==> src/fsktsd_pkg.sv <==
// ----------------------------------------------------------------------------
// FSK tone symbol decoder package
// Shared widths, band limits, command and status types and band helper.
// ----------------------------------------------------------------------------
package fsktsd_pkg;

    localparam int TIMER_BITS = 16;
    localparam int CAP_W      = 16;
    localparam int PCLK_W     = 27;
    localparam int PADDR_W    = 3;
    localparam int PDATA_W    = 32;
    localparam int CNT_W      = $clog2(PCLK_W);

    localparam logic [PCLK_W-1:0] PCLK_RESET = PCLK_W'(18000000);

    localparam logic [PCLK_W-1:0] STX_LO = PCLK_W'(4480);
    localparam logic [PCLK_W-1:0] STX_HI = PCLK_W'(4520);
    localparam logic [PCLK_W-1:0] B0_LO  = PCLK_W'(480);
    localparam logic [PCLK_W-1:0] B0_HI  = PCLK_W'(520);
    localparam logic [PCLK_W-1:0] B1_LO  = PCLK_W'(700);
    localparam logic [PCLK_W-1:0] B1_HI  = PCLK_W'(740);
    localparam logic [PCLK_W-1:0] B2_LO  = PCLK_W'(880);
    localparam logic [PCLK_W-1:0] B2_HI  = PCLK_W'(920);
    localparam logic [PCLK_W-1:0] B3_LO  = PCLK_W'(1180);
    localparam logic [PCLK_W-1:0] B3_HI  = PCLK_W'(1220);
    localparam logic [PCLK_W-1:0] ETX_LO = PCLK_W'(4980);
    localparam logic [PCLK_W-1:0] ETX_HI = PCLK_W'(5020);
    localparam logic [PCLK_W-1:0] END_LO = PCLK_W'(5605);
    localparam logic [PCLK_W-1:0] END_HI = PCLK_W'(5645);

    localparam logic KIND_DATA = 1'b0;
    localparam logic KIND_END  = 1'b1;

    localparam logic [PADDR_W-1:0] ADDR_PCLK = PADDR_W'(0);

    typedef struct packed {
        logic capture;
        logic div_step;
        logic classify;
    } ctrl_cmd_t;

    typedef struct packed {
        logic div_go;
        logic out_free;
    } dpath_sts_t;

    function automatic logic in_band(input logic [PCLK_W-1:0] f,
                                     input logic [PCLK_W-1:0] lo,
                                     input logic [PCLK_W-1:0] hi);
        return (f > lo) && (f < hi);
    endfunction

endpackage

==> src/fsktsd_ctrl.sv <==
// ----------------------------------------------------------------------------
// FSK tone symbol decoder controller
// Sequences capture, the serial divide and the classification step.
// ----------------------------------------------------------------------------
module fsktsd_ctrl
(
    input  logic                   clk,
    input  logic                   rst_n,
    input  logic                   in_valid,
    output logic                   in_ready,
    input  fsktsd_pkg::dpath_sts_t sts,
    output fsktsd_pkg::ctrl_cmd_t  cmd
);
    import fsktsd_pkg::*;

    typedef enum logic [1:0] {
        ST_IDLE,
        ST_DIVIDE,
        ST_CLASSIFY
    } state_t;

    state_t             state_reg, state_next;
    logic [CNT_W-1:0]   cnt_reg, cnt_next;

    assign in_ready = (state_reg == ST_IDLE);

    always_comb
    begin
        state_next   = state_reg;
        cnt_next     = cnt_reg;
        cmd.capture  = 1'b0;
        cmd.div_step = 1'b0;
        cmd.classify = 1'b0;
        case (state_reg)
            ST_IDLE:
            begin
                cmd.capture = in_valid;
                if (in_valid && sts.div_go)
                begin
                    state_next = ST_DIVIDE;
                    cnt_next   = '0;
                end
            end
            ST_DIVIDE:
            begin
                cmd.div_step = 1'b1;
                cnt_next     = cnt_reg + 1'b1;
                if (cnt_reg == CNT_W'(PCLK_W - 1))
                begin
                    state_next = ST_CLASSIFY;
                end
            end
            ST_CLASSIFY:
            begin
                if (sts.out_free)
                begin
                    cmd.classify = 1'b1;
                    state_next   = ST_IDLE;
                end
            end
            default:
            begin
                state_next = ST_IDLE;
            end
        endcase
    end

    always_ff @(posedge clk or negedge rst_n)
    begin
        if (!rst_n)
        begin
            state_reg <= ST_IDLE;
            cnt_reg   <= '0;
        end
        else
        begin
            state_reg <= state_next;
            cnt_reg   <= cnt_next;
        end
    end

endmodule

==> src/fsktsd_dpath.sv <==
// ----------------------------------------------------------------------------
// FSK tone symbol decoder datapath
// Edge pairing, restoring divider, band classification and result register.
// ----------------------------------------------------------------------------
module fsktsd_dpath
(
    input  logic                              clk,
    input  logic                              rst_n,
    input  logic [fsktsd_pkg::CAP_W-1:0]      capture_value,
    input  logic [fsktsd_pkg::PCLK_W-1:0]     pclk_hz,
    input  fsktsd_pkg::ctrl_cmd_t             cmd,
    output fsktsd_pkg::dpath_sts_t            sts,
    output logic                              out_valid,
    input  logic                              out_ready,
    output logic                              result_kind,
    output logic [7:0]                        data_byte
);
    import fsktsd_pkg::*;

    logic                   have_first_reg, have_first_next;
    logic [TIMER_BITS-1:0]  first_time_reg, first_time_next;
    logic [TIMER_BITS-1:0]  last_period_reg, last_period_next;
    logic                   in_frame_reg, in_frame_next;
    logic [7:0]             asm_reg, asm_next;
    logic                   shifted_reg, shifted_next;
    logic                   parity_reg, parity_next;

    logic [PCLK_W-1:0]      quo_reg, quo_next;
    logic [TIMER_BITS:0]    rem_reg, rem_next;
    logic [TIMER_BITS-1:0]  divisor_reg, divisor_next;

    logic                   out_valid_reg, out_valid_next;
    logic                   kind_reg, kind_next;
    logic [7:0]             byte_reg, byte_next;

    logic [TIMER_BITS-1:0]  cap;
    logic [TIMER_BITS-1:0]  period;
    logic                   period_nz;
    logic [TIMER_BITS:0]    rem_sh;
    logic                   rem_ge;
    logic                   emit_data;
    logic                   emit_end;
    logic [7:0]             asm_work;

    assign cap       = capture_value[TIMER_BITS-1:0];
    assign period    = cap - first_time_reg;
    assign period_nz = (period != '0);

    assign sts.div_go   = have_first_reg && (period_nz || (last_period_reg != '0));
    assign sts.out_free = !out_valid_reg || out_ready;

    // One restoring-divide step: bring down the next dividend bit.
    assign rem_sh = {rem_reg[TIMER_BITS-1:0], quo_reg[PCLK_W-1]};
    assign rem_ge = (rem_sh >= {1'b0, divisor_reg});

    always_comb
    begin
        have_first_next  = have_first_reg;
        first_time_next  = first_time_reg;
        last_period_next = last_period_reg;
        in_frame_next    = in_frame_reg;
        asm_next         = asm_reg;
        shifted_next     = shifted_reg;
        parity_next      = parity_reg;
        quo_next         = quo_reg;
        rem_next         = rem_reg;
        divisor_next     = divisor_reg;
        out_valid_next   = out_valid_reg && !out_ready;
        kind_next        = kind_reg;
        byte_next        = byte_reg;
        emit_data        = 1'b0;
        emit_end         = 1'b0;
        asm_work         = asm_reg;

        if (cmd.capture)
        begin
            if (!have_first_reg)
            begin
                have_first_next = 1'b1;
                first_time_next = cap;
            end
            else
            begin
                have_first_next = 1'b0;
                if (period_nz)
                begin
                    last_period_next = period;
                end
                quo_next     = pclk_hz;
                rem_next     = '0;
                divisor_next = period_nz ? period : last_period_reg;
            end
        end

        if (cmd.div_step)
        begin
            rem_next = rem_ge ? (rem_sh - {1'b0, divisor_reg}) : rem_sh;
            quo_next = {quo_reg[PCLK_W-2:0], rem_ge};
        end

        if (cmd.classify)
        begin
            if (in_band(quo_reg, STX_LO, STX_HI) && !in_frame_reg)
            begin
                in_frame_next = 1'b1;
            end
            else if (in_band(quo_reg, B0_LO, B0_HI))
            begin
                asm_work = asm_work | 8'h01;
            end
            else if (in_band(quo_reg, B1_LO, B1_HI))
            begin
                asm_work = asm_work | 8'h02;
            end
            else if (in_band(quo_reg, B2_LO, B2_HI))
            begin
                asm_work = asm_work | 8'h04;
            end
            else if (in_band(quo_reg, B3_LO, B3_HI))
            begin
                asm_work = asm_work | 8'h08;
            end

            if (in_band(quo_reg, ETX_LO, ETX_HI) && in_frame_reg)
            begin
                in_frame_next = 1'b0;
                parity_next   = !parity_reg;
                if (!shifted_reg)
                begin
                    asm_work     = {asm_work[3:0], 4'h0};
                    shifted_next = 1'b1;
                end
                if (parity_reg)
                begin
                    emit_data    = 1'b1;
                    byte_next    = {asm_work[3:0], asm_work[7:4]};
                    kind_next    = KIND_DATA;
                    asm_work     = 8'h00;
                    shifted_next = 1'b0;
                end
            end

            if (in_band(quo_reg, END_LO, END_HI))
            begin
                emit_end    = 1'b1;
                kind_next   = KIND_END;
                byte_next   = 8'h00;
                parity_next = 1'b0;
            end

            asm_next = asm_work;
            if (emit_data || emit_end)
            begin
                out_valid_next = 1'b1;
            end
        end
    end

    always_ff @(posedge clk or negedge rst_n)
    begin
        if (!rst_n)
        begin
            have_first_reg  <= 1'b0;
            first_time_reg  <= '0;
            last_period_reg <= '0;
            in_frame_reg    <= 1'b0;
            asm_reg         <= '0;
            shifted_reg     <= 1'b0;
            parity_reg      <= 1'b0;
            out_valid_reg   <= 1'b0;
        end
        else
        begin
            have_first_reg  <= have_first_next;
            first_time_reg  <= first_time_next;
            last_period_reg <= last_period_next;
            in_frame_reg    <= in_frame_next;
            asm_reg         <= asm_next;
            shifted_reg     <= shifted_next;
            parity_reg      <= parity_next;
            out_valid_reg   <= out_valid_next;
        end
    end

    always_ff @(posedge clk)
    begin
        quo_reg     <= quo_next;
        rem_reg     <= rem_next;
        divisor_reg <= divisor_next;
        kind_reg    <= kind_next;
        byte_reg    <= byte_next;
    end

    assign out_valid   = out_valid_reg;
    assign result_kind = kind_reg;
    assign data_byte   = byte_reg;

endmodule

==> src/fsk_tone_symbol_decoder_core.sv <==
// ----------------------------------------------------------------------------
// FSK tone symbol decoder core
// Pairs timer captures, divides the reference clock by the period and
// decodes tone bands into data bytes and message-end markers.
// ----------------------------------------------------------------------------
// Sequence: the first capture of a pair is only recorded. The second capture
//   starts a serial restoring divide of pclk_hz by the period, or if that is
//   zero by the last nonzero one, if any; once the result register is free,
//   classification loads it if a symbol results. Captures are taken only while
//   the controller is idle, so a new pair waits until the last is classified.
// Reset: rst_n clears decoder state and out_valid; pclk_hz returns to 18000000.
// ----------------------------------------------------------------------------
module fsk_tone_symbol_decoder_core
(
    input  logic                                clk,
    input  logic                                rst_n,

    // Capture request channel.
    input  logic                                in_valid,
    output logic                                in_ready,
    input  logic [fsktsd_pkg::CAP_W-1:0]        capture_value,

    // Result request channel.
    output logic                                out_valid,
    input  logic                                out_ready,
    output logic                                result_kind,
    output logic [7:0]                          data_byte,

    // Register port.
    input  logic                                psel,
    input  logic                                penable,
    input  logic                                pwrite,
    input  logic [fsktsd_pkg::PADDR_W-1:0]      paddr,
    input  logic [fsktsd_pkg::PDATA_W-1:0]      pwdata,
    output logic [fsktsd_pkg::PDATA_W-1:0]      prdata,
    output logic                                pready
);
    import fsktsd_pkg::*;

    logic [PCLK_W-1:0]  pclk_hz_reg, pclk_hz_next;
    logic               reg_sel;
    ctrl_cmd_t          cmd;
    dpath_sts_t         sts;

    // The register file holds a single word at byte address zero. Decoding
    // uses the word address bit, so any byte lane of word zero selects it.
    assign pready  = 1'b1;
    assign reg_sel = (paddr[PADDR_W-1:2] == ADDR_PCLK[PADDR_W-1:2]);

    always_comb
    begin
        pclk_hz_next = pclk_hz_reg;
        if (psel && penable && pwrite && reg_sel)
        begin
            pclk_hz_next = pwdata[PCLK_W-1:0];
        end
    end

    always_comb
    begin
        prdata = '0;
        if (reg_sel)
        begin
            prdata = {{(PDATA_W - PCLK_W){1'b0}}, pclk_hz_reg};
        end
    end

    always_ff @(posedge clk or negedge rst_n)
    begin
        if (!rst_n)
        begin
            pclk_hz_reg <= PCLK_RESET;
        end
        else
        begin
            pclk_hz_reg <= pclk_hz_next;
        end
    end

    // The controller owns sequencing; the datapath owns every piece of
    // decoder state and the result register that decouples the output.
    fsktsd_ctrl u_ctrl
    (
        .clk      (clk),
        .rst_n    (rst_n),
        .in_valid (in_valid),
        .in_ready (in_ready),
        .sts      (sts),
        .cmd      (cmd)
    );

    fsktsd_dpath u_dpath
    (
        .clk           (clk),
        .rst_n         (rst_n),
        .capture_value (capture_value),
        .pclk_hz       (pclk_hz_reg),
        .cmd           (cmd),
        .sts           (sts),
        .out_valid     (out_valid),
        .out_ready     (out_ready),
        .result_kind   (result_kind),
        .data_byte     (data_byte)
    );

endmodule

==> config.mk <==
export PLATFORM = sky130hd
export DESIGN_NAME = fsk_tone_symbol_decoder_core
export DESIGN_NICKNAME = d
export VERILOG_FILES = /design/src/fsktsd_pkg.sv /design/src/fsktsd_ctrl.sv /design/src/fsktsd_dpath.sv /design/src/fsk_tone_symbol_decoder_core.sv
export SDC_FILE = /design/constraint.sdc
export NUM_CORES = 1
export LEC_CHECK = 0
export BUFFER_PORTS_ARGS = -buffer_cell sky130_fd_sc_hd__buf_2
export CAP_MARGIN = 20
export CORE_ASPECT_RATIO = 0.75
export CORE_MARGIN = 5
export CORE_UTILIZATION = 53
export CTS_CLUSTER_SIZE = 40
export DETAILED_ROUTE_END_ITERATION = 10
export PLACE_DENSITY = 0.83
export RECOVER_POWER = 100
export SETUP_SLACK_MARGIN = 0.5
export SLEW_MARGIN = 30
export SYNTH_ARGS = -nofsm -noshare
export SYNTH_HDL_FRONTEND = slang
export SYNTH_SLANG_ARGS = --single-unit
export TNS_END_PERCENT = 10
==> constraint.sdc <==
create_clock -name clk -period 2.9 [get_ports clk]
set_input_delay 0.58 -clock clk [delete_from_list [all_inputs] [get_ports clk]]
set_output_delay 0.58 -clock clk [all_outputs]
set_load 0.02 [all_outputs]
Word level (Yosys, flattened, before mapping)

Index checks and enable logic that the tools add are counted.

Bits in registers: 147
Latch bits: 0
Memory bits (writable): 0
Memory bits (read-only): 0
Output and inout port bits: 44
Word-level logic and storage cells: 126
Memories kept: 0

Add/subtract/negate cells: 3
Multipliers: 0
Div/mod/pow operators: 0
$lt $le $gt $ge: 15
Equality and inequality tests: 6
Shift-type cells: 0
Multiplexer cells: 44
Bitwise operators: 2
Reduce and logical (&&, ||, !) cells: 40

Operator list:

| kind                   | count |
|---|---|
| $mux W27               | 4 |
| $gt A27 B13 Y1 const B | 3 |
| $lt A27 B10 Y1 const B | 3 |
| $lt A27 B13 Y1 const B | 3 |
| $mux W16               | 5 |
| $gt A27 B10 Y1 const B | 2 |
| $mux W8                | 5 |
| $reduce_bool A16 Y1    | 2 |
| $sub A16 B16 Y16       | 2 |
| $gt A27 B11 Y1 const B | 1 |
| $gt A27 B9 Y1 const B  | 1 |
| $lt A27 B11 Y1 const B | 1 |
| $mux W4                | 5 |
| $mux W1                | 19 |
| $ge A17 B16 Y1         | 1 |
| $logic_and A1 B1 Y1    | 15 |
| $reduce_and A2 Y1      | 7 |
| $reduce_bool A2 Y1     | 6 |
| $pmux W5 S2            | 1 |
| $mux W2                | 3 |
| $pmux W2 S3            | 1 |
| $reduce_and A3 Y1      | 2 |
| $add A5 B1 Y5 const B  | 1 |
| $eq A5 B5 Y1 const B   | 1 |
| 9 further kinds        | 16 |

Logic depth before layout (Yosys ltp)

Gate-level depths: netlist of the first run.

Word-level depth: 10
Depth in mapped cells: 12
Depth with buffers taken out: 11

Cells and area by module

Synthesis of the first run repeated with hierarchy kept, for this count alone.

Cell total of the unflattened synthesis: 805
Area, all modules: 8,516.9 um^2

By module, submodules not included:

| module                       | instances | cells an instance | area each (um^2) |
|---|---|---|---|
| fsktsd_dpath                 | 1         | 676               | 6,805.3 |
| fsk_tone_symbol_decoder_core | 1         | 94                | 1,345.0 |
| fsktsd_ctrl                  | 1         | 35                | 366.6 |

Worst setup path after synthesis of the first run

OpenSTA, ideal clock, no wires.

Path kind: input port to flip-flop
From: in capture_value[0] (netlist name)
To: reg u_dpath.divisor_reg[0], data pin
Library setup time: 0.142 ns
Arrival time: 3.225 ns
Required time: 2.758 ns
Slack: -0.466 ns
Cell stages on the path: 12
Path buffers: 1
Path through: inv_1 ha_1 fa_1 nand2b_1 a2111oi_2 o21ai_0 o2111a_1 or3_4 nor4b_4 nand2_2 buf_6 o21ai_2

Longest elaborated chain between the ends: 3

Ends and longest elaborated chain:

| element              | RTL line                           | RTL |
|---|---|---|
| from (decl)          | fsk_tone_symbol_decoder_core.sv:21 | `input logic [fsktsd_pkg::CAP_W-1:0] capture_value,` |
| $sub A16 B16 Y16 *   | fsktsd_dpath.sv:46                 | `assign period = cap - first_time_reg;` |
| $reduce_bool A16 Y1  | fsktsd_dpath.sv:47                 | `assign period_nz = (period != '0);` |
| $mux W16 *           | -                                  |  |
| to (signal assigned) | fsktsd_dpath.sv:189                | `divisor_reg <= divisor_next;` |
| to (decl)            | fsktsd_dpath.sv:30                 | `logic [TIMER_BITS-1:0] divisor_reg, divisor_next;` |

Mark *: on every way between the ends. The rest lies on a longest branch, timed or not.
A chain may end at the register's enable or synchronous reset.

Worst setup path after layout of the first run

From: reg u_dpath.first_time_reg[0]
To: reg u_dpath.divisor_reg[12], data pin

Longest elaborated chain between the ends: 3

Ends and longest elaborated chain:

| element                | RTL line            | RTL |
|---|---|---|
| from (decl)            | fsktsd_dpath.sv:21  | `logic [TIMER_BITS-1:0] first_time_reg, first_time_next;` |
| from (signal assigned) | fsktsd_dpath.sv:175 | `first_time_reg <= first_time_next;` |
| $sub A16 B16 Y16 *     | fsktsd_dpath.sv:46  |  |
| $reduce_bool A16 Y1    | fsktsd_dpath.sv:47  |  |
| $mux W16 *             | -                   |  |

Marked as above.

==> results of run 1 <==
## cell usage after synthesis, drive strengths merged, types with 3 or more instances
library cell / count / share of area
o2bb2ai: 7 / 0.0072
dfrtp: 72 / 0.21
nor2: 57 / 0.025
a311oi: 3 / 0.0031
a21oi: 45 / 0.028
a2111oi: 3 / 0.0038
a22o: 9 / 0.0094
o211ai: 6 / 0.0069
o21a: 16 / 0.014
nor4: 10 / 0.0073
and3: 8 / 0.0060
ha: 33 / 0.048
clkbuf: 26 / 0.011
nand2b: 11 / 0.0081
nor3: 15 / 0.0094
a211oi: 4 / 0.0035
a31oi: 5 / 0.0037
or3: 6 / 0.0051
o21bai: 6 / 0.0053
nand3: 22 / 0.013
buf: 13 / 0.012
or2: 6 / 0.0044
a22oi: 3 / 0.0026
nand4: 5 / 0.0037
edfxtp: 68 / 0.24
or4: 3 / 0.0028
xnor2: 10 / 0.010
mux2i: 13 / 0.015
dfstp: 7 / 0.022
xor2: 9 / 0.0092
nand3b: 3 / 0.0026
nor2b: 36 / 0.026
inv: 48 / 0.021
o21ai: 59 / 0.038
nor4b: 4 / 0.0059
o31ai: 5 / 0.0050
mux2: 56 / 0.074
nand2: 60 / 0.027
a21boi: 4 / 0.0035
a21o: 17 / 0.015
or4b: 3 / 0.0040
## worst min-delay path by stage
stage                                 to  slack, ps  cells past startpoint
6_report       u_dpath.first_time_reg[3]        380                      3
5_1_grt                  pclk_hz_reg[11]        380                      2
4_1_cts        u_dpath.first_time_reg[8]        150                      1
3_5_place_dp          u_dpath.asm_reg[4]        480                      2
3_3_place_gp          u_dpath.asm_reg[4]        460                      2
2_1_floorplan             pclk_hz_reg[0]        280                      0
## power breakdown
| group | total (mW) | leakage (nW) | internal (mW) | switching (mW) |
|---|---|---|---|---|
| sequential | 3.91 | 1.67 | 3.24 | 0.669 |
| clock | 2.30 | 0.287 | 1.37 | 0.928 |
| combinational | 6.77 | 2.56 | 3.27 | 3.50 |
| total | 13.0 | 4.52 | 7.88 | 5.10 |
## logic make-up after synthesis
kind of cell | share of synthesized area
AO/OA/AOI/OAI | 0.1637
XOR/XNOR | 0.01947
multiplexers | 0.08902
adder cells (fa/ha/maj) | 0.05300
other | 0.0008788
buffers and inverters | 0.04422
flip-flops | 0.4713
AND/OR/NAND/NOR | 0.1584
## worst max-delay path: cells and delay by family, from the launching register on
family	cells	cell delay (ps)
AND/OR/NAND/NOR	4	940
flip-flops	1	400
buffers and inverters	1	150
AO/OA/AOI/OAI	4	910
adder cells (fa/ha/maj)	2	520
## timing repair
item | 4_1_cts | 5_1_grt
setup buffers | 1 | 0
pin swaps | 54 | 59
gates resized for setup | 55 | 61
hold endpoints to repair | 0 | 0
setup endpoints to repair | 76 | 81
## metal layers
metal | track usage | up-vias | share of wire
met5 | 0 | - | 0
met4 | 0.07046 | 0 | 0.023
met3 | 0.04470 | 60 | 0.067
met2 | 0.3475 | 338 | 0.48
met1 | 0.3202 | 3395 | 0.43
li1 | - | 3312 | -
## stage by stage
step                      hold slack, ps  instance area (µm²)
after floorplan                    284.4                 8688
after global placement             461.2                 9869
after detailed placement           477.4                 9869
after CTS                          146.6                10770
after global routing               379.7                10810
final                              375.2                10810
## final cells by class
type / count / area share
Clock buffer: 19 / 0.04005
Clock inverter: 13 / 0.01632
Inverter: 48 / 0.01783
Multi-Input combinational cell: 592 / 0.4313
Sequential cell: 147 / 0.3726
Tap cell: 210 / 0.02431
Timing Repair Buffer: 176 / 0.09758
==> impl_table.tex, run 1 <==
\begin{tabular}{lr}
\hline
Metric & Value \\
\hline
\multicolumn{2}{l}{\textbf{Cells and area}} \\
Count of placed standard cells in the final layout, fillers left out & approximately 1200 \\
Filler cells & around 1200 \\
Net total in the final layout & between 1000 and 1500 \\
Fraction of final layout cells with drive strength greater than 1 & 0.3236 \\
Area added between synthesis and finish & 26.49\% \\
Sequential cell area & 0.004028 mm² \\
Commonest cells after routing, fill and taps aside & sky130\_fd\_sc\_hd\_\_dfrtp\_1 (72), sky130\_fd\_sc\_hd\_\_buf\_4 (72), sky130\_fd\_sc\_hd\_\_edfxtp\_1 (68), sky130\_fd\_sc\_hd\_\_nand2\_1 (57) \\
Antenna Cells & 0 \\
Total area of multi-input combinational cells & 0.004662 mm² \\
Final Core Density & 0.6792 \\
\multicolumn{2}{l}{\textbf{Global route}} \\
Antenna violations before repair & 0 \\
Overall fraction of global-route tracks in use & 0.2249 \\
Pin count of the biggest net entering global routing & 44 \\
First-pass GRT wire length & around 34000 µm \\
Sum of overflow across all layers after global routing & 0 \\
Via count of the first global-routing pass & 6897 \\
\multicolumn{2}{l}{\textbf{Routing}} \\
Remaining number of nets flagged by the antenna check after routing & 0 \\
Router iterations before antenna repair & 6 \\
Average vias per placed instance & 5.896 \\
Drt drc & 0 \\
Per-cell routed wire length & 18.14 µm \\
Initial drt markers & between 600 and 700 \\
Total wirelength of the detailed-routed design & between 20000 and 25000 µm \\
Number of vias after detailed routing & around 7000 \\
\multicolumn{2}{l}{\textbf{Placed design}} \\
Input/output buffers & 88 \\
Post-Place Worst Slack & -585.6 ps \\
Placed Cells & $\sim$1200 \\
Weighted congestion reported at the end of routability-driven placement & 0.9019 \\
Detailed Place HPWL & 13890 µm \\
\multicolumn{2}{l}{\textbf{Setup path}} \\
Critical Setup Path Class & reg2reg \\
Cells traversed along the worst timing path & ha\_4 > fa\_2 > nand2b\_4 > a2111oi\_4 > o21ai\_1 > o2111a\_1 > or3\_4 > nor4b\_4 > nand2\_2 > buf\_6 > o21ai\_2 \\
FF-to-FF path depth & 11 \\
Reg-to-reg setup timing slack & -170 ps \\
Worst endpoint data arrival time & between 3000 and 4000 ps \\
Capturing point of the worst reg2reg path & u\_dpath.divisor\_reg[12] \\
Crit path to & u\_dpath.divisor\_reg[12] \\
Worst-path cell with the longest stage delay & sky130\_fd\_sc\_hd\_\_a2111oi\_4 \\
Worst setup path startpoint & u\_dpath.first\_time\_reg[0] \\
Delay of the slowest cell on the worst path & 470 ps \\
Setup crit start kind & register \\
Maximum fanout along the worst path & 6 \\
R2r startpoint & u\_dpath.first\_time\_reg[0] \\
Category of the worst setup path capture point & register \\
Required @ worst endpoint & around 3200 ps \\
\multicolumn{2}{l}{\textbf{Clock tree}} \\
Reg clk slew, reported paths & about 60 ps \\
Clock tree from TritonCTS & built \\
Count of hold buffers inserted by post-cts repair & 0 \\
Number of buffers between clock root and the deepest sink & 2 \\
Clock latency of the later-clocked register in the worst-skew pair & between 400 and 500 ps \\
Total number of H-tree levels & 4 \\
Number of buffers added by the clock tree synthesis step & 17 \\
Number of clock sinks & 147 \\
Clock tree root buffer cell & sky130\_fd\_sc\_hd\_\_clkbuf\_16 \\
\multicolumn{2}{l}{\textbf{Yosys}} \\
Area of the mapped netlist & 0.008546 mm² \\
Fraction of registers with async set or reset after synthesis & 0.5374 \\
Number of synthesized flops with an enable pin & between 60 and 70 \\
Average size of a mapped cell & between 10 and 15 µm² \\
Number of synthesized register bits & 147 \\
Post-synthesis cell count & between 800 and 900 \\
Yosys Warn Count & 0 \\
Most used flip-flop cell after synthesis & sky130\_fd\_sc\_hd\_\_dfrtp\_1 \\
Seq/Total Area, Yosys & 0.4713 \\
Yosys cell types & 80 \\
\multicolumn{2}{l}{\textbf{Timing}} \\
Ratio of final minimum period to clock period & 1.060 \\
Post-route setup slack & -173.8 ps \\
Final hold violation count & 0 \\
Headroom to the max-slew limit & -0.4566 \\
Final setup skew & 12.89 ps \\
Measured slew at the worst slew-check pin & 2185 ps \\
Number of pins with negative max-slew slack in the final report & 77 \\
RSZ-0062 raised after global routing & true \\
Highest clock rate & 0.3253 GHz \\
Total setup violations reported at the end of the flow & 40 \\
Sum of negative setup slack & -4004 ps \\
Final critical-path required period & 3074 ps \\
\multicolumn{2}{l}{\textbf{Pwr}} \\
Overall power consumption & 12.98 mW \\
Pleak & 4.517 nW \\
Worst voltage drop across the vdd grid & 0.7048 mV \\
Total power per unit cell area & 1201 mW/mm² \\
\multicolumn{2}{l}{\textbf{Die}} \\
I/O pin cnt & 102 \\
Effective utilization at floorplan & 0.5369 \\
Die height & approximately 120 µm \\
Total die area & 0.01879 mm² \\
Core footprint & 0.01592 mm² \\
Width of the chip & about 160 µm \\
Row count & 40 \\
\multicolumn{2}{l}{\textbf{Job}} \\
Number of maximum-capacitance constraint violations & 2 \\
\multicolumn{2}{l}{\textbf{Hold path}} \\
Class of the tightest hold or removal check & in2reg \\
Startpoint of the tightest hold check path & capture\_value[3] \\
\multicolumn{2}{l}{\textbf{Run status}} \\
Violations in the final reports & max-capacitance violations, max-slew violations, negative setup slack \\
Outcome & complete, but fails checks \\
\hline
\end{tabular}
(Power assumes the default switching activity.)
==> run 2: changes to the inputs <==
- ABC_AREA: not set -> 1
- CORE_UTILIZATION: 53 -> 54
- PLACE_DENSITY: 0.83 -> 0.84
==> run 2 against run 1 <==
  * The flow now finishes without violations
  * Die area is 1.3% higher
  * Synthesized cell count increased by 36%
  * Design area shrank 5.5%
  * Via count is 8.9% higher
  * Utilization shrank 4.2 points
  * Sequential share of layout area up 2.2 points
  * Register-to-register slack better by 460 ps
  * Cell count up 20%
  * Count of clock-buffer cells in the layout shrank 1
  * Highest routed layer unchanged
==> impl_table.tex, run 2 <==
\begin{tabular}{lr}
\hline
Metric & Value \\
\hline
\multicolumn{2}{l}{\textbf{Routing}} \\
Number of vias after detailed routing & 7738 (+8.9\%) \\
Per-cell routed wire length & 14.99 µm (-17\%) \\
Post-route met1 wirelength & 10120 µm (+6.7\%) \\
Met3 wirelength from detailed routing & 1700 µm (+16\%) \\
Initial drt markers & 721 (+14\%) \\
Met2 wire length & 9663 µm (-7.1\%) \\
Average vias per placed instance & 5.344 (-9.4\%) \\
Total wirelength of the detailed-routed design & 21710 µm (-0.65\%) \\
Remaining number of nets flagged by the antenna check after routing & 0 (unchanged) \\
Uppermost signal routing layer after detailed routing & met4 \\
Drt drc & 0 (unchanged) \\
Router iterations before antenna repair & 7 (+1) \\
\multicolumn{2}{l}{\textbf{Yosys}} \\
Yosys cell types & 51 (-36\%) \\
Area of the mapped netlist & 0.008831 mm² (+3.3\%) \\
Most frequent cells after synthesis & sky130\_fd\_sc\_hd\_\_nand2\_1 (212), sky130\_fd\_sc\_hd\_\_inv\_1 (174), sky130\_fd\_sc\_hd\_\_nor2\_1 (148) \\
Yosys Warn Count & 0 (unchanged) \\
Fraction of registers with async set or reset after synthesis & 0.5374 (unchanged) \\
Most frequently used cell type in the post-synthesis netlist & sky130\_fd\_sc\_hd\_\_nand2\_1 \\
Number of synthesized flops with an enable pin & 68 (unchanged) \\
Post-synth top area cell & sky130\_fd\_sc\_hd\_\_edfxtp\_1 \\
Largest cells by area after synthesis & sky130\_fd\_sc\_hd\_\_edfxtp\_1 (23\%), sky130\_fd\_sc\_hd\_\_dfrtp\_1 (20\%), sky130\_fd\_sc\_hd\_\_nand2\_1 (9.0\%) \\
Seq/Total Area, Yosys & 0.4561 (-0.01522) \\
Post-synth top area share & 0.2312 (-0.007719) \\
Most used flip-flop cell after synthesis & sky130\_fd\_sc\_hd\_\_dfrtp\_1 \\
Post-synthesis cell count & 1118 (+36\%) \\
Average size of a mapped cell & 7.899 µm² (-24\%) \\
Number of synthesized register bits & 147 (unchanged) \\
\multicolumn{2}{l}{\textbf{Setup path}} \\
R2r startpoint & u\_dpath.first\_time\_reg[0] \\
Worst endpoint data arrival time & 2940 ps (-410 ps) \\
Category of the worst setup path capture point & register \\
Crit path to & u\_dpath.last\_period\_reg[12] \\
Required @ worst endpoint & 3230 ps (+50 ps) \\
Capturing point of the worst reg2reg path & u\_dpath.last\_period\_reg[12] \\
Critical Setup Path Class & reg2reg \\
FF-to-FF path depth & 16 (+5) \\
Worst setup path startpoint & u\_dpath.first\_time\_reg[0] \\
Reg-to-reg setup timing slack & 290 ps (+460 ps) \\
Maximum fanout along the worst path & 4 (-2) \\
Setup crit start kind & register \\
\multicolumn{2}{l}{\textbf{Pwr}} \\
Total power per unit cell area & 1107 mW/mm² (-7.9\%) \\
Overall power consumption & 11.30 mW (-13\%) \\
Sw frac & 0.4347 (+0.04187) \\
Pleak & 4.872 nW (+7.9\%) \\
Net switching power figure & 4.912 mW (-3.7\%) \\
Relative contribution of the clock network to total power & 0.198 (+0.021) \\
Proportion of power drawn by flip-flops and latches & 0.337 (+0.036) \\
Internal power & 6.388 mW (-19\%) \\
Worst voltage drop across the vdd grid & 0.5633 mV (-20\%) \\
Share of total power in combinational logic & 0.465 (-0.057) \\
\multicolumn{2}{l}{\textbf{Global route}} \\
Sum of overflow across all layers after global routing & 0 (unchanged) \\
Antenna violations before repair & 0 (unchanged) \\
First-pass GRT wire length & 34780 µm (+1.7\%) \\
Via count of the first global-routing pass & 7200 (+4.4\%) \\
Pin count of the biggest net entering global routing & 75 (+70\%) \\
Overall fraction of global-route tracks in use & 0.2269 (+0.001953) \\
\multicolumn{2}{l}{\textbf{Die}} \\
Die height & 120.8 µm (+0.65\%) \\
Total die area & 0.01904 mm² (+1.3\%) \\
Core footprint & 0.01602 mm² (+0.63\%) \\
I/O pin cnt & 102 (unchanged) \\
Effective utilization at floorplan & 0.5514 (+0.01446) \\
Width of the chip & 157.7 µm (+0.66\%) \\
Row count & 40 (unchanged) \\
\multicolumn{2}{l}{\textbf{Placed design}} \\
Post-Place Worst Slack & -45.92 ps (+539.7 ps) \\
Cell area after placement & 0.009490 mm² (-3.8\%) \\
Input/output buffers & 88 (unchanged) \\
Detailed Place HPWL & 15390 µm (+11\%) \\
Weighted congestion reported at the end of routability-driven placement & 0.9294 (+3.0\%) \\
\multicolumn{2}{l}{\textbf{Cells and area}} \\
Net total in the final layout & 1318 (+23\%) \\
Filler cells & 1362 (+18\%) \\
Fraction of final layout cells with drive strength greater than 1 & 0.1470 (-0.1766) \\
Antenna Cells & 0 (unchanged) \\
Most frequent standard cell in the layout excluding fill and tap cells & sky130\_fd\_sc\_hd\_\_nand2\_1 \\
Commonest cells after routing, fill and taps aside & sky130\_fd\_sc\_hd\_\_nand2\_1 (208), sky130\_fd\_sc\_hd\_\_inv\_1 (174), sky130\_fd\_sc\_hd\_\_nor2\_1 (147), sky130\_fd\_sc\_hd\_\_a21oi\_1 (81), sky130\_fd\_sc\_hd\_\_dfrtp\_1 (72) \\
Fin area & 0.01021 mm² (-5.5\%) \\
Area added between synthesis and finish & 15.64\% \\
\multicolumn{2}{l}{\textbf{Timing}} \\
Headroom to the max-slew limit & 0.08252 (+0.5391) \\
Measured slew at the worst slew-check pin & 1376 ps (-808.7 ps) \\
Sum of negative setup slack & 0 ps (+4004 ps) \\
RSZ-0062 raised after global routing & true \\
Final hold violation count & 0 (unchanged) \\
Final critical-path required period & 2611 ps (-462.9 ps) \\
Final setup skew & 8.657 ps (-4.238 ps) \\
Number of pins with negative max-slew slack in the final report & 0 (-100\%) \\
Total setup violations reported at the end of the flow & 0 (-100\%) \\
Ratio of final minimum period to clock period & 0.9003 (-0.1596) \\
Worst hold margin & 381.2 ps (+5.994 ps) \\
Highest clock rate & 0.3830 GHz (+18\%) \\
Post-route setup slack & 289.1 ps (+462.9 ps) \\
\multicolumn{2}{l}{\textbf{Clock tree}} \\
Number of clock sinks & 147 (unchanged) \\
Clock tree from TritonCTS & built \\
Clock tree root buffer cell & sky130\_fd\_sc\_hd\_\_clkbuf\_16 \\
Count of hold buffers inserted by post-cts repair & 0 (unchanged) \\
Total number of H-tree levels & 4 (unchanged) \\
Reg clk slew, reported paths & 60 ps (about the same) \\
Number of buffers between clock root and the deepest sink & 2 (unchanged) \\
Number of buffers added by the clock tree synthesis step & 17 (unchanged) \\
Clock latency of the later-clocked register in the worst-skew pair & 430 ps (about the same) \\
\multicolumn{2}{l}{\textbf{Run status}} \\
Outcome & complete, no violations \\
\multicolumn{2}{l}{\textbf{Hold path}} \\
Startpoint of the tightest hold check path & pwdata[24] \\
Class of the tightest hold or removal check & in2reg \\
\multicolumn{2}{l}{\textbf{Job}} \\
Number of maximum-capacitance constraint violations & 0 (-2) \\
\hline
\end{tabular}
==> run 2: changes by cell type after synthesis, sizes merged, moves of 11 or more <==
cell    change
nor2      +103
inv       +134
o21ai      +15
nand4      +14
nand3      +47
nor2b      -36
mux2       -55
nand2b     -11
mux2i      -13
a21o       -14
a21oi      +39
o21a       -15
nand2     +168
==> run 2: worst min-delay path by stage <==
stage | slack (ps) | depth (start not counted) | end
final | 380 | 3 | pclk_hz_reg[24]
after global routing | 370 | 3 | pclk_hz_reg[24]
after CTS | 170 | 1 | u_dpath.asm_reg[7]
after detailed placement | 460 | 2 | u_dpath.have_first_reg
after global placement | 460 | 2 | u_dpath.have_first_reg
after floorplan | 280 | 0 | pclk_hz_reg[0]
==> run 2: layer usage <==
layer | track usage | vias to the layer above
met5 | 0 | -
met4 | 0.04729 | 0
met3 | 0.06834 | 28
met2 | 0.3369 | 272
met1 | 0.3302 | 3583
li1 | - | 3855
==> run 2: through the flow <==
stage	util	instances
floorplan	-	1122
global placement	0.5926	1400
detailed placement	0.5926	1400
CTS	0.6333	1433
global route	0.6377	1448
finish	0.6377	1448
==> run 2: area by class of cell <==
class | instances | area, µm² | share of cell area
repair buffers | 120 | 625.6 | 0.06126
inverters | 183 | 686.9 | 0.06726
multi-input cells | 756 | 4015 | 0.3932
clock buffers | 18 | 429.2 | 0.04202
clock inverters | 14 | 165.2 | 0.01617
flip-flops and latches | 147 | 4028 | 0.3944
well taps | 210 | 262.8 | 0.02573
==> run 2: power groups by stage <==
stage | Sequential, mW | Clock, mW | Combinational [mW]
after floorplan | 3.59 | 0 | 3.83
after global placement | 3.78 | 0 | 4.66
after detailed placement | 3.80 | 0 | 4.84
after CTS | 3.78 | 2.27 | 4.96
after global routing | 3.89 | 2.36 | 5.91
final | 3.81 | 2.24 | 5.25
==> run 2: cell families after synthesis <==
| family | Yosys count | share of synthesized area |
|---|---|---|
| flip-flops | 147 | 0.4561 |
| other | 2 | 0.0008504 |
| XOR/XNOR | 14 | 0.01389 |
| multiplexers | 1 | 0.001275 |
| AND/OR/NAND/NOR | 510 | 0.2591 |
| adder cells (fa/ha/maj) | 35 | 0.05129 |
| AO/OA/AOI/OAI | 189 | 0.1169 |
| buffers and inverters | 220 | 0.1006 |
==> run 2: repair_timing <==
item / 4_1_cts / 5_1_grt
setup endpoints to repair: 60 / 65
buffers inserted: 1 / 13
gates resized for setup: 15 / 23
cloned: 0 / 2
pin swaps: 3 / 8
==> run 2: critical path, stage by stage (launching register included) <==
cell                        delay, ps
sky130_fd_sc_hd__dfrtp_1          380
sky130_fd_sc_hd__ha_2             200
sky130_fd_sc_hd__fa_2             350
sky130_fd_sc_hd__inv_2             90
sky130_fd_sc_hd__nand2_1           50
sky130_fd_sc_hd__nand2_1          120
sky130_fd_sc_hd__nand3_2           90
sky130_fd_sc_hd__nand2_2           80
sky130_fd_sc_hd__nand2_1           50
sky130_fd_sc_hd__nand2_1           90
sky130_fd_sc_hd__nand3_1          140
sky130_fd_sc_hd__nor2_4           130
sky130_fd_sc_hd__nand3_4          120
sky130_fd_sc_hd__nor2_4           170
sky130_fd_sc_hd__clkbuf_16        170
sky130_fd_sc_hd__nand3_1          110
sky130_fd_sc_hd__a31oi_1          180
==> run 3: changes to the inputs <==
- PLACE_DENSITY: 0.84 -> 0.83
- SYNTH_HIERARCHICAL: not set -> 1
==> run 3 against run 2 <==
  * The run now ends with max-capacitance violations, max-slew violations left
  * Largest power group unchanged
  * Critical path depth decreased by 1
  * Setup slack improved by 22 ps
  * Sequential power decreased by 3%
  * Cell count increased by 6.5%
==> impl_table.tex, run 3 <==
\begin{tabular}{lr}
\hline
Metric & Value \\
\hline
\multicolumn{2}{l}{\textbf{Run status}} \\
Outcome & complete, but fails checks \\
Violations in the final reports & max-capacitance violations, max-slew violations \\
\multicolumn{2}{l}{\textbf{Placed design}} \\
Detailed Place HPWL & 16950 µm (+10\%) \\
Post-Place Worst Slack & -58.40 ps (-12.48 ps) \\
Input/output buffers & 88 (unchanged) \\
Weighted congestion reported at the end of routability-driven placement & 1.063 (+14\%) \\
\multicolumn{2}{l}{\textbf{Job}} \\
Number of maximum-capacitance constraint violations & 2 (+2) \\
\multicolumn{2}{l}{\textbf{Yosys}} \\
Number of synthesized flops with an enable pin & 68 (unchanged) \\
Post-synthesis cell count & 1211 (+8.3\%) \\
Yosys Warn Count & 6 (+6) \\
Largest cells by area after synthesis & sky130\_fd\_sc\_hd\_\_edfxtp\_1 (22\%), sky130\_fd\_sc\_hd\_\_dfrtp\_1 (20\%), sky130\_fd\_sc\_hd\_\_nand2\_1 (14\%) \\
Seq/Total Area, Yosys & 0.4411 (-0.01494) \\
Number of synthesized register bits & 147 (unchanged) \\
Most used flip-flop cell after synthesis & sky130\_fd\_sc\_hd\_\_dfrtp\_1 \\
Post-synth top area share & 0.2237 (-0.007573) \\
Post-synth top area cell & sky130\_fd\_sc\_hd\_\_edfxtp\_1 \\
Area of the mapped netlist & 0.009130 mm² (+3.4\%) \\
Most frequent cells after synthesis & sky130\_fd\_sc\_hd\_\_nand2\_1 (335), sky130\_fd\_sc\_hd\_\_inv\_1 (188), sky130\_fd\_sc\_hd\_\_nor2\_1 (116) \\
Most frequently used cell type in the post-synthesis netlist & sky130\_fd\_sc\_hd\_\_nand2\_1 \\
Average size of a mapped cell & 7.539 µm² (-4.6\%) \\
Fraction of registers with async set or reset after synthesis & 0.5374 (unchanged) \\
Yosys cell types & 51 (unchanged) \\
\multicolumn{2}{l}{\textbf{Setup path}} \\
Crit-path most repeated cell & sky130\_fd\_sc\_hd\_\_nand2\_1 \\
Crit path to & u\_dpath/last\_period\_reg[15] \\
Category of the worst setup path capture point & register \\
Critical Setup Path Class & reg2reg \\
Maximum fanout along the worst path & 6 (+2) \\
Delay of the slowest cell on the worst path & 360 ps (-20 ps) \\
Number of buffer and inverter stages on the critical path & 3 (+1) \\
Reg-to-reg setup timing slack & 310 ps (+20 ps) \\
Required @ worst endpoint & 3270 ps (+40 ps) \\
Logic depth of the worst path, buffers included & 15 (-1) \\
Worst-path cell with the longest stage delay & sky130\_fd\_sc\_hd\_\_dfrtp\_1 \\
FF-to-FF path depth & 15 (-1) \\
Worst setup path startpoint & u\_dpath/first\_time\_reg[0] \\
Dominant delay contributor by cell family on the critical path & simple AND/OR/NAND/NOR gates \\
R2r startpoint & u\_dpath/first\_time\_reg[0] \\
Setup crit start kind & register \\
Cells traversed along the worst timing path & ha\_1 > inv\_4 > fa\_2 > buf\_4 > xor2\_1 > nor2\_1 > nand3\_1 > nor2\_1 > nand3\_1 > nor2\_4 > buf\_6 > nand4\_1 > nand2\_1 > nand2\_1 > nand2\_1 \\
Worst endpoint data arrival time & 2960 ps (+20 ps) \\
Capturing point of the worst reg2reg path & u\_dpath/last\_period\_reg[15] \\
\multicolumn{2}{l}{\textbf{Clock tree}} \\
Number of clock sinks & 147 (unchanged) \\
Total number of H-tree levels & 4 (unchanged) \\
Count of hold buffers inserted by post-cts repair & 0 (unchanged) \\
Clock tree from TritonCTS & built \\
Number of buffers between clock root and the deepest sink & 2 (unchanged) \\
Clock latency of the later-clocked register in the worst-skew pair & 430 ps (about the same) \\
Number of buffers added by the clock tree synthesis step & 17 (unchanged) \\
Reg clk slew, reported paths & 60 ps (about the same) \\
Clock tree root buffer cell & sky130\_fd\_sc\_hd\_\_clkbuf\_16 \\
\multicolumn{2}{l}{\textbf{Timing}} \\
Sum of negative setup slack & 0 ps (unchanged) \\
Final critical-path required period & 2589 ps (-22.06 ps) \\
Final hold violation count & 0 (unchanged) \\
Headroom to the max-slew limit & -0.1985 (-0.2811) \\
Post-route setup slack & 311.2 ps (+22.06 ps) \\
RSZ-0062 raised after global routing & true \\
Final setup skew & 8.426 ps (-0.2304 ps) \\
Number of pins with negative max-slew slack in the final report & 75 (+75) \\
Highest clock rate & 0.3863 GHz (+0.85\%) \\
Measured slew at the worst slew-check pin & 1795 ps (+418.7 ps) \\
Total setup violations reported at the end of the flow & 0 (unchanged) \\
Ratio of final minimum period to clock period & 0.8927 (-0.007606) \\
\multicolumn{2}{l}{\textbf{Cells and area}} \\
Most frequent standard cell in the layout excluding fill and tap cells & sky130\_fd\_sc\_hd\_\_nand2\_1 \\
Fraction of final layout cells with drive strength greater than 1 & 0.1590 (+0.01199) \\
Antenna Cells & 0 (unchanged) \\
Area added between synthesis and finish & 19.03\% \\
Commonest cells after routing, fill and taps aside & sky130\_fd\_sc\_hd\_\_nand2\_1 (318), sky130\_fd\_sc\_hd\_\_inv\_1 (181), sky130\_fd\_sc\_hd\_\_nor2\_1 (106), sky130\_fd\_sc\_hd\_\_nand3\_1 (80), sky130\_fd\_sc\_hd\_\_dfrtp\_1 (72) \\
Net total in the final layout & 1407 (+6.8\%) \\
\multicolumn{2}{l}{\textbf{Routing}} \\
Average vias per placed instance & 5.491 (+2.8\%) \\
Total wirelength of the detailed-routed design & 24360 µm (+12\%) \\
Remaining number of nets flagged by the antenna check after routing & 0 (unchanged) \\
Per-cell routed wire length & 15.80 µm (+5.4\%) \\
Router iterations before antenna repair & 6 (-1) \\
Drt drc & 0 (unchanged) \\
Number of vias after detailed routing & 8467 (+9.4\%) \\
Initial drt markers & 728 (+0.97\%) \\
\multicolumn{2}{l}{\textbf{Global route}} \\
Via count of the first global-routing pass & 7710 (+7.1\%) \\
First-pass GRT wire length & 37810 µm (+8.7\%) \\
Antenna violations before repair & 1 (+1) \\
Sum of overflow across all layers after global routing & 0 (unchanged) \\
Pin count of the biggest net entering global routing & 53 (-29\%) \\
Overall fraction of global-route tracks in use & 0.2393 (+0.01247) \\
\multicolumn{2}{l}{\textbf{Die}} \\
Row count & 41 (+2.5\%) \\
Total die area & 0.01964 mm² (+3.1\%) \\
I/O pin cnt & 102 (unchanged) \\
Core footprint & 0.01672 mm² (+4.4\%) \\
Effective utilization at floorplan & 0.5459 (-0.005469) \\
Die height & 122.6 µm (+1.5\%) \\
Width of the chip & 160.1 µm (+1.6\%) \\
\multicolumn{2}{l}{\textbf{Pwr}} \\
Overall power consumption & 11.87 mW (+5.1\%) \\
Pleak & 5.288 nW (+8.5\%) \\
Total power per unit cell area & 1092 mW/mm² (-1.3\%) \\
Worst voltage drop across the vdd grid & 0.5977 mV (+6.1\%) \\
\multicolumn{2}{l}{\textbf{Hold path}} \\
Class of the tightest hold or removal check & in2async \\
\hline
\end{tabular}
## run 3: per-stage QoR
| step | std cells | hold WS (ps) | util | instance area, µm² |
|---|---|---|---|---|
| 3_5_place_dp | 1504 | 464.0 | 0.5922 | 9903 |
| 2_1_floorplan | 1215 | 284.4 | - | 9198 |
| 3_3_place_gp | 1504 | 461.0 | 0.5922 | 9903 |
| 6_report | 1542 | 135.6 | 0.6499 | 10870 |
| 5_1_grt | 1542 | 173.1 | 0.6499 | 10870 |
| 4_1_cts | 1536 | 162.0 | 0.6401 | 10700 |
## run 3: how the worst min path moves through the flow
stage / startpoint / to / cells past startpoint
finish: rst_n / pclk_hz_reg[1] / 1
global route: rst_n / pclk_hz_reg[0] / 1
CTS: rst_n / pclk_hz_reg[0] / 1
detailed placement: pclk_hz_reg[20] / pclk_hz_reg[20] / 2
global placement: u_dpath/last_period_reg[4] / u_dpath/last_period_reg[4] / 2
floorplan: rst_n / pclk_hz_reg[0] / 0
## run 3: cell type report
cell class / instances / area [µm²]
Tap cell: 215 / 269.0
Fill cell: 1406 / 5856
Clock buffer: 20 / 456.7
Multi-Input combinational cell: 834 / 4513
Clock inverter: 12 / 171.4
Inverter: 197 / 757.0
Sequential cell: 147 / 4028
Timing Repair Buffer: 117 / 673.1
## run 3: timing repair
action	4_1_cts	5_1_grt
gates cloned	0	4
resized for setup	31	56
setup endpoints to repair	40	71
buffers inserted	0	2
pin swaps	14	16
hold endpoints to repair	0	0
## run 3: power by group
group | internal, mW | switching (mW)
logic | 2.09 | 3.71
clock network | 1.42 | 0.936
registers | 3.18 | 0.529
total | 6.69 | 5.18
## run 3: cell families after synthesis
group,share of synthesized area
simple gates,0.2981
buf+inv,0.1058
compound gates,0.08593
flops,0.4411
fa+ha+maj,0.04961
xor+xnor,0.01521
mux,0.003426
other cells,0.0008226
## run 3: metal layers
layer  wire length [µm]  track usage  vias to the layer above
li1                   -            -                     4098
met1              11120       0.3504                     3943
met2              10850       0.3574                      376
met3               2033      0.06210                       48
met4                338      0.06072                        2
met5                 13            0                        -
